<file path="src/sv/sfce_pkg.sv">
package sfce_pkg;

    localparam int MEM_BYTES_DEF    = 2097152;
    localparam int SECTOR_BYTES_DEF = 4096;

    localparam int ADDR_W    = 24;
    localparam int SIZE_W    = 25;
    localparam int CFG_W     = 22;
    localparam int CFG_IDX_W = 2;
    localparam int ID_COUNT  = 3;

    localparam logic [CFG_W-1:0] FLASH_SIZE_RST = 22'd2097152;
    localparam logic [7:0]       ERASED_BYTE    = 8'hFF;

    // configuration register indexes
    localparam logic [CFG_IDX_W-1:0] REG_FLASH_SIZE = 2'd0;
    localparam logic [CFG_IDX_W-1:0] REG_ID_FIRST   = 2'd1;
    localparam logic [CFG_IDX_W-1:0] REG_ID_SECOND  = 2'd2;
    localparam logic [CFG_IDX_W-1:0] REG_ID_THIRD   = 2'd3;

    // opcodes
    localparam logic [7:0] OP_JEDEC = 8'h9F;
    localparam logic [7:0] OP_RDSR  = 8'h05;
    localparam logic [7:0] OP_WREN  = 8'h06;
    localparam logic [7:0] OP_READ  = 8'h03;
    localparam logic [7:0] OP_PP    = 8'h02;
    localparam logic [7:0] OP_SE    = 8'h20;

    // opcode class worked out by the front end
    localparam logic [2:0] K_OTHER = 3'd0;
    localparam logic [2:0] K_JEDEC = 3'd1;
    localparam logic [2:0] K_RDSR  = 3'd2;
    localparam logic [2:0] K_WREN  = 3'd3;
    localparam logic [2:0] K_READ  = 3'd4;
    localparam logic [2:0] K_PP    = 3'd5;
    localparam logic [2:0] K_SE    = 3'd6;

    // command phases
    localparam logic [2:0] PH_IDLE  = 3'd0;
    localparam logic [2:0] PH_JEDEC = 3'd1;
    localparam logic [2:0] PH_RDSR  = 3'd2;
    localparam logic [2:0] PH_ADDR  = 3'd3;
    localparam logic [2:0] PH_READ  = 3'd4;
    localparam logic [2:0] PH_WRITE = 3'd5;

    localparam int QUEUE_DEPTH = 4;
    localparam int QPTR_W      = $clog2(QUEUE_DEPTH);
    localparam int QCNT_W      = $clog2(QUEUE_DEPTH + 1);

    typedef struct packed {
        logic       release_cs;
        logic [2:0] kind;
        logic [7:0] data;
    } t_item;

    typedef struct packed {
        logic [CFG_W-1:0]             flash_size;
        logic [ID_COUNT-1:0][7:0]     id_bytes;
    } t_cfg;

endpackage

</file>
<file path="src/sv/sfce_front.sv">
module sfce_front
    import sfce_pkg::*;
(
    input  logic        i_clk,
    input  logic        i_rst_n,
    input  logic        s_axis_tvalid,
    output logic        s_axis_tready,
    input  logic [7:0]  s_axis_tdata,   // [7:0] mosi_byte
    input  logic [0:0]  s_axis_tuser,   // [0] action
    input  logic        i_init_done,
    input  logic        i_pop,
    output logic        o_q_valid,
    output t_item       o_q_item
);

    t_item              r_q [QUEUE_DEPTH];
    logic [QPTR_W-1:0]  r_wp;
    logic [QPTR_W-1:0]  r_rp;
    logic [QCNT_W-1:0]  r_cnt;
    logic [QPTR_W-1:0]  n_wp;
    logic [QPTR_W-1:0]  n_rp;
    logic [QCNT_W-1:0]  n_cnt;
    logic [2:0]         w_kind;
    logic               w_push;
    t_item              w_item;

    always_comb begin
        case (s_axis_tdata)
            OP_JEDEC: w_kind = K_JEDEC;
            OP_RDSR:  w_kind = K_RDSR;
            OP_WREN:  w_kind = K_WREN;
            OP_READ:  w_kind = K_READ;
            OP_PP:    w_kind = K_PP;
            OP_SE:    w_kind = K_SE;
            default:  w_kind = K_OTHER;
        endcase
    end

    assign w_item.release_cs = s_axis_tuser[0];
    assign w_item.kind       = w_kind;
    assign w_item.data       = s_axis_tdata;

    assign s_axis_tready = (r_cnt != QCNT_W'(QUEUE_DEPTH)) && i_init_done;
    assign w_push        = s_axis_tvalid && s_axis_tready;
    assign o_q_valid     = (r_cnt != '0);
    assign o_q_item      = r_q[r_rp];

    always_comb begin
        n_wp  = r_wp;
        n_rp  = r_rp;
        n_cnt = r_cnt;
        if (w_push) begin
            n_wp = r_wp + QPTR_W'(1);
        end
        if (i_pop) begin
            n_rp = r_rp + QPTR_W'(1);
        end
        if (w_push && !i_pop) begin
            n_cnt = r_cnt + QCNT_W'(1);
        end else if (!w_push && i_pop) begin
            n_cnt = r_cnt - QCNT_W'(1);
        end
    end

    always_ff @(posedge i_clk) begin
        if (!i_rst_n) begin
            r_wp  <= '0;
            r_rp  <= '0;
            r_cnt <= '0;
        end else begin
            r_wp  <= n_wp;
            r_rp  <= n_rp;
            r_cnt <= n_cnt;
        end
    end

    always_ff @(posedge i_clk) begin
        if (w_push) begin
            r_q[r_wp] <= w_item;
        end
    end

endmodule

</file>
<file path="config.mk">
export PLATFORM = sky130hd
export DESIGN_NAME = sfce_front
export DESIGN_NICKNAME = d
export VERILOG_FILES = /design/src/sv/sfce_pkg.sv /design/src/sv/sfce_front.sv
export SDC_FILE = /design/constraint.sdc
export NUM_CORES = 1
export LEC_CHECK = 0
export BUFFER_PORTS_ARGS = -buffer_cell sky130_fd_sc_hd__buf_2
export CORE_UTILIZATION = 25
export DETAILED_ROUTE_END_ITERATION = 6
export HOLD_SLACK_MARGIN = 0.08
export PLACE_DENSITY = 0.53
export SYNTH_ARGS = -nofsm -noshare
export SYNTH_HDL_FRONTEND = slang
export SYNTH_SLANG_ARGS = --single-unit
</file>
<file path="constraint.sdc">
create_clock -name i_clk -period 3.85 [get_ports i_clk]
set_input_delay 0.385 -clock i_clk [delete_from_list [all_inputs] [get_ports i_clk]]
set_output_delay 0.385 -clock i_clk [all_outputs]
set_load 0.02 [all_outputs]
</file>
; ---- After elaboration in Yosys (flattened, before gate mapping)
; Memories as Yosys holds them, arrays and structs flattened. A register that Yosys moved wholly into a read port is not among the register bits.
; Cells that the tools add are included.
[totals]
regBits = 7
mem_bits_rw = 48
in_bits = 14
out_inout_bits = 14
word_cells = 30
n_memories = 1
[op_classes]
add_sub_neg = 4
eq_ne = 7
muxes = 7
reduce_logical = 8
[mem_list]
columns = name, words, word_bits, rd, rd_clocked_by_memory_dff, wr, line_no
row1 = r_q, 4, 12, 1, 1, 1, sfce_front.sv:16  ; t_item r_q [QUEUE_DEPTH];
[ops]
columns = cell, n
row1 = case mux 3 bit (6 select lines), 1
row2 = "== test 8 x 2 -> 1 bit, second input constant", 2
row3 = "== test 8 x 3 -> 1 bit, second input constant", 2
row4 = "== test 8 x 6 -> 1 bit, second input constant", 1
row5 = "== test 8 bit, second input constant", 1
row6 = two-way mux 3 bit, 2
row7 = "adder 2 x 1 -> 2 bit, second input constant", 2
row8 = logical AND 1 bit, 4
row9 = two-way mux 2 bit, 2
row10 = "adder 3 x 1 -> 3 bit, second input constant", 1
row11 = "!= test 3 bit, second input constant", 1
row12 = nonzero test 3 bit, 1
row13 = "subtractor 3 x 1 -> 3 bit, second input constant", 1
row14 = zero test 1 bit, 2
row15 = two-way mux 1 bit, 2
row16 = nonzero test 2 bit, 1

; ---- Depth between registers and ports, before layout
; Gate-level depths: netlist of the first run.
[depth]
ltp_word = 7
mapped_depth = 8
depth_no_buf = 8

; ---- Worst setup path after synthesis of the first run
; No wires, ideal clock.
[synth_path]
path_type = flip-flop to flip-flop
start = reg r_cnt[0]
end = reg r_cnt[2]
arrival_ns = 1.937
required_ns = 3.774
slack_ns = 1.838
path_stages_with_launch = 9
path_cell_list = dfxtp_1 -> nor2_1 -> a21oi_2 -> ha_1 -> inv_1 -> fa_1 -> xor2_1 -> or3_1 -> a21boi_0
[synth_between]
elab_chain_cells = 6
elab_cells_between_ends = 11
classes_between = 2 x add/sub / 1 x eq/ne / 2 x mux / 6 x reduce/logical
[synth_lines]
columns = item, line_no
row1 = start: declaration, sfce_front.sv:19  ; logic [QCNT_W-1:0] r_cnt;
row2 = start signal: assignment, sfce_front.sv:73  ; r_cnt <= n_cnt;
row3 = != test 3 bit (*), sfce_front.sv:43  ; assign s_axis_tready = (r_cnt != QCNT_W'(QUEUE_DEPTH)) && i_init_done;
row4 = logical AND 1 bit (*), sfce_front.sv:43
row5 = logical AND 1 bit (*), sfce_front.sv:44  ; assign w_push = s_axis_tvalid && s_axis_tready;
row6 = via w_push, sfce_front.sv:24  ; logic w_push;
row7 = zero test 1 bit, sfce_front.sv:60  ; end else if (!w_push && i_pop) begin
row8 = logical AND 1 bit, sfce_front.sv:60
row9 = nonzero test 2 bit (no line), --
; The timed path passes the listed nets; every way through them passes the cells marked *. The select of a mux whose other input is x is not followed.
; A chain may end at the register's enable or synchronous reset.

==> impl_metrics.ini, run 1 <==
[power_and_ir_drop]
intPower_mw = 1.13
combPwrFrac = 0.111
power_density_nw_per_um2 = 537
p_sw_mw = 0.349
seqPwrFrac = 0.489
clkPwrFrac = 0.399
irDropWorstVdd_mv = 0.187
power_leakage_nw = 0.934
p_sw_frac = 0.235

[global_routing]
track_usage = 0.0929
antenna_found_initial = 0
grt_max_degree = 13
grt_pass1_wl_um = 6360
gr-total-overflow = 0
grt_pass1_vias = 1189

[synthesis]
syn_avg_cell_area_um2 = 18.5
synth_ff_type = edfxtp_1
synth_area_um2 = 2300
syn_inst = 124
yosysSeqAreaShare = 0.705
synth_cell_types = 28
async_reset_ff_frac = 0
synth_seq_cells = 57
synth_warnings = 0
syn-num-nets = 144
synth_edf_count = 48

[worst_setup_path]
required_ns = 3.46
startpoint_type = register
cp.arrival_ns = 2.02
crit_path_end_kind = output port
criticalPathCategory = reg2out
cp_max_fo = 12

[timing]
slew_headroom = 0.417
slew_viol_final = 0
finalClockSkew_ns = 0.00776
hold_violations = 0
setup_ws_ns = 1.44
finalSetupViolations = 0
worst_slew_pin_slew_ns = 0.873
fmax_mhz = 416
fin_tns_setup_ns = 0
rsz0062_at_grt = false
fin_crit_sh = 0.625
fin_crit_ns = 2.41

[floorplan]
dieHeight_um = 97.9
die-area_um2 = 9590
core_um2 = 8810
rows = 34
initial_core_util = 0.261
num_io_pins = 28
die_x_um = 97.9

[drt]
post-route-drc-count = 2
drt_first_pass_iters = 6
vias_per_cell = 4.29
routed_wl_um = 4090
ant_nets = 0
vias = 1167
drt_iter0_drc = 51
wl_per_cell_um = 15.1

[clock_network]
cts-resized-gates = 0
cts_made_buffers = 9
cts_tree = yes
post-cts-setup-buffers = 0
clkTransAtPathRegs_ns = 0.06
clk-insertion-delay-late_ns = 0.33
ctsHtreeMaxLevel = 3
cts.path.max_buffers = 2
cts_sinks = 57
clock-root-buffer = clkbuf_8
postCtsHoldBufs = 0

[cells_and_area]
layout-drive-gt1-share = 0.348
syn_to_final_growth_pct = 20.0
final_common_cell = edfxtp_1
num_antenna_cells = 0
final_area_um2 = 2760
most-common-layout-cells = edfxtp_1, buf_2, mux4_2, dfxtp_1, clkbuf_8
nNetsFinal = 179

[job]
maxCapViolCount = 0

[run_status]
violations = design-rule violations
run_status = finished with violations

[hold_path]
hold_class = in2reg

[place]
placed_area_um2 = 2550
port_buffers = 27
gp_congestion = 0.640
dpl_worst_slack_ns = 1.64
[final timing paths]
path	end	start	slack, ns	cells past startpoint
max	o_q_item[7]	register	1.44	2
max reg2reg	r_cnt[2]$_SDFFE_PN0P_	r_cnt[0]$_SDFFE_PN0P_	1.68	8
min	r_q[0][11]$_DFFE_PP_	s_axis_tuser	0.28	1
min reg2reg	r_wp[1]$_SDFFE_PN0P_	r_wp[1]$_SDFFE_PN0P_	0.51	2
[metal layers]
metal | vias to the layer above | track usage | share of wire
met2 | 37 | 0.135 | 0.46
met5 | - | 0 | 0
met4 | 0 | 0.0315 | 0.010
li1 | 557 | - | -
met1 | 569 | 0.116 | 0.47
met3 | 4 | 0.0515 | 0.067
[flip-flops by register name, indices dropped and copies added, names as in the netlist, named ones only]
| signal | count |
|---|---|
| r_cnt | 3 |
| r_q | 48 |
| r_rp | 2 |
| r_wp | 2 |
[cells by family after synthesis]
group,share of synthesized area
DFF,0.705
buffers and inverters,0.0152
and+or+nand+nor,0.0783
AOI/OAI and AO/OA,0.0152
muxes,0.135
xor gates and xnor gates,0.0152
adders and majority gates,0.0359
[final cells by class]
type                       instances  area (um^2)
fill                             864         6050
sequential                        57         1620
multi-input combinational         60          643
timing repair buffer              27          135
tap                              108          135
clock buffer                      10          128
clock inverter                     6         82.6
inverter                           4         15.0
[per-stage QoR]
| stage | power [mW] | utilization | hold WS, ns | std cells |
|---|---|---|---|---|
| floorplan | 0.848 | - | 0.468 | 124 |
| global route | 1.55 | 0.313 | 0.259 | 272 |
| CTS | 1.51 | 0.313 | 0.252 | 272 |
| finish | 1.48 | 0.313 | 0.276 | 272 |
| detailed placement | 0.907 | 0.290 | 0.502 | 256 |
| global placement | 0.905 | 0.290 | 0.498 | 256 |
[critical path, stage by stage, from the launching register on]
cell	delay, ns
dfxtp_1	0.89
mux4_2	0.62
buf_2	0.18
[Yosys cell counts (2+ instances only)]
cell type / number / area, um^2
mux2i_1: 4 / 40.0
a21boi_0: 2 / 15.0
dfxtp_1: 9 / 180
inv_1: 4 / 15.0
edfxtp_1: 48 / 1440
or3_1: 2 / 12.5
xnor2_1: 2 / 17.5
nand2_1: 6 / 22.5
mux4_2: 12 / 270
nor4b_1: 2 / 17.5
nor4bb_1: 2 / 20.0
xor2_1: 2 / 17.5
and2_1: 8 / 50.1
nor2_1: 3 / 11.3
ha_1: 5 / 62.6
[power by group through the flow]
stage / Combinational (mW) / Sequential (mW) / Clock, mW
2_1_floorplan: 0.125 / 0.724 / 0
3_3_place_gp: 0.166 / 0.739 / 0
3_5_place_dp: 0.167 / 0.740 / 0
4_1_cts: 0.168 / 0.727 / 0.610
5_1_grt: 0.179 / 0.731 / 0.636
6_report: 0.165 / 0.726 / 0.592
Note: power is estimated with default switching activity, not from simulation.
==> run 2, diff against run 1 <==
==> constraint.sdc (replaced) <==
create_clock -name i_clk -period 2.4 [get_ports i_clk]
set_input_delay 0.24 -clock i_clk [delete_from_list [all_inputs] [get_ports i_clk]]
set_output_delay 0.24 -clock i_clk [all_outputs]
set_load 0.02 [all_outputs]
==> impl_metrics.ini, run 2 (synthesis gave the netlist of run 1 again) <==
[worst_setup_path]
cp_max_fo = 4
crit_path_end_kind = register
rr_endpoint = r_cnt[2]$_SDFFE_PN0P_
r2r_start = r_cnt[0]$_SDFFE_PN0P_
cp.arrival_ns = 2.27
criticalPathCategory = reg2reg
required_ns = 2.65
startpoint_type = register
cp-startpoint = r_cnt[0]$_SDFFE_PN0P_
r2r_cells = 8
r2r_slack_ns = 0.38

[power_and_ir_drop]
power_leakage_nw = 0.939
irDropWorstVdd_mv = 0.297
intPower_mw = 1.62
seqPwrFrac = 0.525
clkPwrFrac = 0.345
p_sw_mw = 0.573
combPwrFrac = 0.131
power_density_nw_per_um2 = 792
p_sw_frac = 0.262

[cells_and_area]
top_register = r_q
regArea_um2 = 1620
largest_register_ffs = 48
final_util = 0.314
nNetsFinal = 185
fillers = 850
syn_to_final_growth_pct = 20.2
multi_input_area_um2 = 643
num_antenna_cells = 0
layout-drive-gt1-share = 0.382
most-common-layout-cells = edfxtp_1, buf_2, mux4_2, dfxtp_1, clkbuf_8
reg_top3 = r_q: 48 flops, r_cnt: 3 flops
final_common_cell = edfxtp_1

[clock_network]
cts_tree = yes
cts_made_buffers = 9
post-cts-setup-buffers = 0
cts-resized-gates = 0
postCtsHoldBufs = 0
cts.path.max_buffers = 2
clk-insertion-delay-late_ns = 0.33
cts_sinks = 57
clock-root-buffer = clkbuf_8
ctsHtreeMaxLevel = 3
clkTransAtPathRegs_ns = 0.06

[global_routing]
grt_max_degree = 13
track_usage = 0.0960
grt_pass1_wl_um = 6510
met1_usage = 0.113
gr-total-overflow = 0
top_usage_layer = met2
grt_use_met3 = 0.0558
antenna_found_initial = 0
use_met2 = 0.144
grt_pass1_vias = 1236

[run_status]
violations = design-rule violations
run_status = finished with violations

[job]
maxCapViolCount = 0

[drt]
wl_per_cell_um = 14.7
vias = 1196
routed_wl_um = 4080
drt_iter0_drc = 79
vias_per_cell = 4.30
drt_first_pass_iters = 6
ant_nets = 0
post-route-drc-count = 2

[timing]
hold_violations = 0
slew_headroom = 0.569
slew_viol_final = 0
fin_tns_setup_ns = 0
finalSetupViolations = 0
fmax_mhz = 496
fin_crit_sh = 0.840
finalClockSkew_ns = 0.00297
rsz0062_at_grt = false
fin_crit_ns = 2.02
worst_slew_pin_slew_ns = 0.646

[hold_path]
hold_depth = 1
hold_class = in2reg
worstHoldStart = s_axis_tuser
holdPathEnd = r_q[3][11]$_DFFE_PP_

[place]
dp_hpwl_um = 2690
gp_congestion = 0.670
port_buffers = 27

[floorplan]
num_io_pins = 28
die_x_um = 97.9
initial_core_util = 0.261
die-area_um2 = 9590
rows = 34
core_um2 = 8810
dieHeight_um = 97.9
[run 2: per-stage QoR]
stage,power (mW),instance area [um^2],hold WS (ns),std cells,setup WS [ns]
3_3_place_gp,1.46,2590,0.462,262,0.477
5_1_grt,2.30,2770,0.112,278,0.234
4_1_cts,2.23,2770,0.113,278,0.383
3_5_place_dp,1.46,2590,0.476,262,0.399
6_report,2.19,2770,0.137,278,0.385
2_1_floorplan,1.36,2300,0.339,124,0.388
[run 2: area by class of cell]
class | count | share of cell area
Tap cell | 108 | 0.0489
Clock inverter | 7 | 0.0167
Timing Repair Buffer | 33 | 0.0652
Sequential cell | 57 | 0.586
Clock buffer | 9 | 0.0448
Multi-Input combinational cell | 60 | 0.233
Inverter | 4 | 0.00543
[run 2: worst max-delay path by stage]
stage                             to  slack, ns  cells past startpoint
3_3_place_gp   r_cnt[2]$_SDFFE_PN0P_       0.48                      8
6_report       r_cnt[2]$_SDFFE_PN0P_       0.38                      8
4_1_cts        r_cnt[2]$_SDFFE_PN0P_       0.38                      8
5_1_grt        r_cnt[2]$_SDFFE_PN0P_       0.23                      8
2_1_floorplan  r_cnt[2]$_SDFFE_PN0P_       0.39                      8
3_5_place_dp   r_cnt[2]$_SDFFE_PN0P_       0.40                      8
[run 2: metal layers]
layer / up-vias / part of all wire
met2: 31 / 0.48
li1: 564 / -
met1: 599 / 0.46
met4: 0 / 0.0042
met5: - / 0
met3: 2 / 0.056
[run 2: critical path, stage by stage, from the launching register on]
cell and delay (ns):
dfxtp_1 0.41, nor2_1 0.09, a21oi_2 0.17, ha_1 0.19, inv_1 0.06, fa_1 0.37, xor2_1 0.17, or3_1 0.30
a21boi_0 0.18
[run 2: power groups by stage]
stage          Combinational [mW]  Sequential [mW]  Clock (mW)
3_3_place_gp                0.289             1.17           0
6_report                    0.287             1.15       0.754
2_1_floorplan               0.200             1.16           0
4_1_cts                     0.294             1.15       0.786
5_1_grt                     0.315             1.15       0.835
3_5_place_dp                0.292             1.17           0
==> run 3, diff against run 2 <==
==> constraint.sdc (replaced) <==
create_clock -name i_clk -period 1.95 [get_ports i_clk]
set_input_delay 0.195 -clock i_clk [delete_from_list [all_inputs] [get_ports i_clk]]
set_output_delay 0.195 -clock i_clk [all_outputs]
set_load 0.02 [all_outputs]
==> impl_metrics.ini, run 3 (synthesis gave the netlist of run 1 again) <==
[run_status]
run_status = finished with violations
violations = design-rule violations

[floorplan]
num_io_pins = 28
core_um2 = 8810
rows = 34
die_x_um = 97.9
dieHeight_um = 97.9
initial_core_util = 0.261
die-area_um2 = 9590

[drt]
vias = 1212
wl_per_cell_um = 14.1
post-route-drc-count = 2
drt_iter0_drc = 68
routed_wl_um = 3980
drt_first_pass_iters = 6
vias_per_cell = 4.30
ant_nets = 0

[cells_and_area]
nNetsFinal = 189
final_cells = 282
fillers = 848
final_common_cell = edfxtp_1
final_util = 0.323
layout-drive-gt1-share = 0.402
num_antenna_cells = 0
most-common-layout-cells = edfxtp_1, buf_2, mux4_2, clkbuf_8, buf_4
largest_register_ffs = 48
top_register = r_q
reg_top3 = r_q: 48 flops, r_cnt: 3 flops
syn_to_final_growth_pct = 23.8

[place]
port_buffers = 27
dp_cells = 263
gp_congestion = 0.641
dp_hpwl_um = 2510

[timing]
fmax_mhz = 540
worst_slew_pin_slew_ns = 0.613
slew_viol_final = 0
fin_tns_setup_ns = 0
rsz0062_at_grt = false
slew_headroom = 0.586
finalClockSkew_ns = 0.00492
finalSetupViolations = 0
fin_crit_ns = 1.85
hold_violations = 0
fin_crit_sh = 0.949

[hold_path]
hold_class = in2reg
hold_depth = 1

[power_and_ir_drop]
power_leakage_nw = 0.984
intPower_mw = 2.26
irDropWorstVdd_mv = 0.479
combPwrFrac = 0.125
power_density_nw_per_um2 = 1030
seqPwrFrac = 0.481
p_sw_frac = 0.230
total_power_mw = 2.93
p_sw_mw = 0.675
clkPwrFrac = 0.394

[global_routing]
grt_pass1_vias = 1243
grt_max_degree = 13
gr-total-overflow = 0
antenna_found_initial = 0
grt_pass1_wl_um = 6300
track_usage = 0.0906

[job]
maxCapViolCount = 0

[worst_setup_path]
required_ns = 2.21
cp_max_fo = 4
crit_path_end_kind = register
criticalPathCategory = reg2reg
cp.arrival_ns = 2.11
r2r_cells = 8
startpoint_type = register

[clock_network]
cts_made_buffers = 9
cts_sinks = 57
clock-root-buffer = clkbuf_8
clkTransAtPathRegs_ns = 0.06
ctsHtreeMaxLevel = 3
cts_tree = yes
cts.path.max_buffers = 2
clk-insertion-delay-late_ns = 0.33
run 3: final timing paths:
path	start	to	slack, ns
setup / recovery	r_cnt[0]$_SDFFE_PN0P_	r_cnt[2]$_SDFFE_PN0P_	0.1
hold / removal	s_axis_tdata[6]	r_q[1][6]$_DFFE_PP_	0.14
setup reg to reg	r_cnt[0]$_SDFFE_PN0P_	r_cnt[2]$_SDFFE_PN0P_	0.1
hold reg to reg	r_wp[0]$_SDFFE_PN0P_	r_wp[0]$_SDFFE_PN0P_	0.50
run 3: layer usage:
layer | vias to the layer above | wire (um) | global-route usage
met2 | 36 | 1900 | 0.142
met3 | 6 | 227 | 0.0387
li1 | 574 | - | -
met5 | - | 0 | 0
met1 | 596 | 1800 | 0.105
met4 | 0 | 56 | 0.0490
run 3: through the flow:
step / instance area [um^2] / setup slack (ns) / hold slack, ns
floorplan: 2300 / 0.00979 / 0.294
global placement: 2610 / 0.119 / 0.423
detailed placement: 2610 / 0.0618 / 0.433
CTS: 2830 / 0.0403 / 0.110
global route: 2850 / 0.00678 / 0.121
finish: 2850 / 0.0986 / 0.136
run 3: repair_timing:
item	4_1_cts	5_1_grt
hold buffers	1	0
gates resized for setup	0	2
buffers inserted	0	2
hold endpoints to repair	4	0
setup endpoints to repair	0	1
run 3: area by class of cell:
cell class,count,area [um^2],share of cell area
repair buffers,37,213,0.0747
inverters,4,15.0,0.00527
clock buffers,10,128,0.0448
flip-flops and latches,57,1630,0.572
clock inverters,6,82.6,0.0290
multi-input cells,60,646,0.227
well taps,108,135,0.0475
run 3: critical path: stages (launching register included):
cell and delay [ns]:
dfxtp_4 0.37, nor2_1 0.06, a21oi_2 0.16, ha_2 0.19
inv_1 0.05, fa_1 0.37, xor2_1 0.17, or3_1 0.30
a21boi_1 0.11
run 3: power groups by stage:
stage | Combinational (mW) | Clock (mW) | Sequential, mW
2_1_floorplan | 0.248 | 0 | 1.43
5_1_grt | 0.401 | 1.24 | 1.42
4_1_cts | 0.370 | 1.19 | 1.41
3_5_place_dp | 0.368 | 0 | 1.43
6_report | 0.367 | 1.16 | 1.41
3_3_place_gp | 0.366 | 0 | 1.43
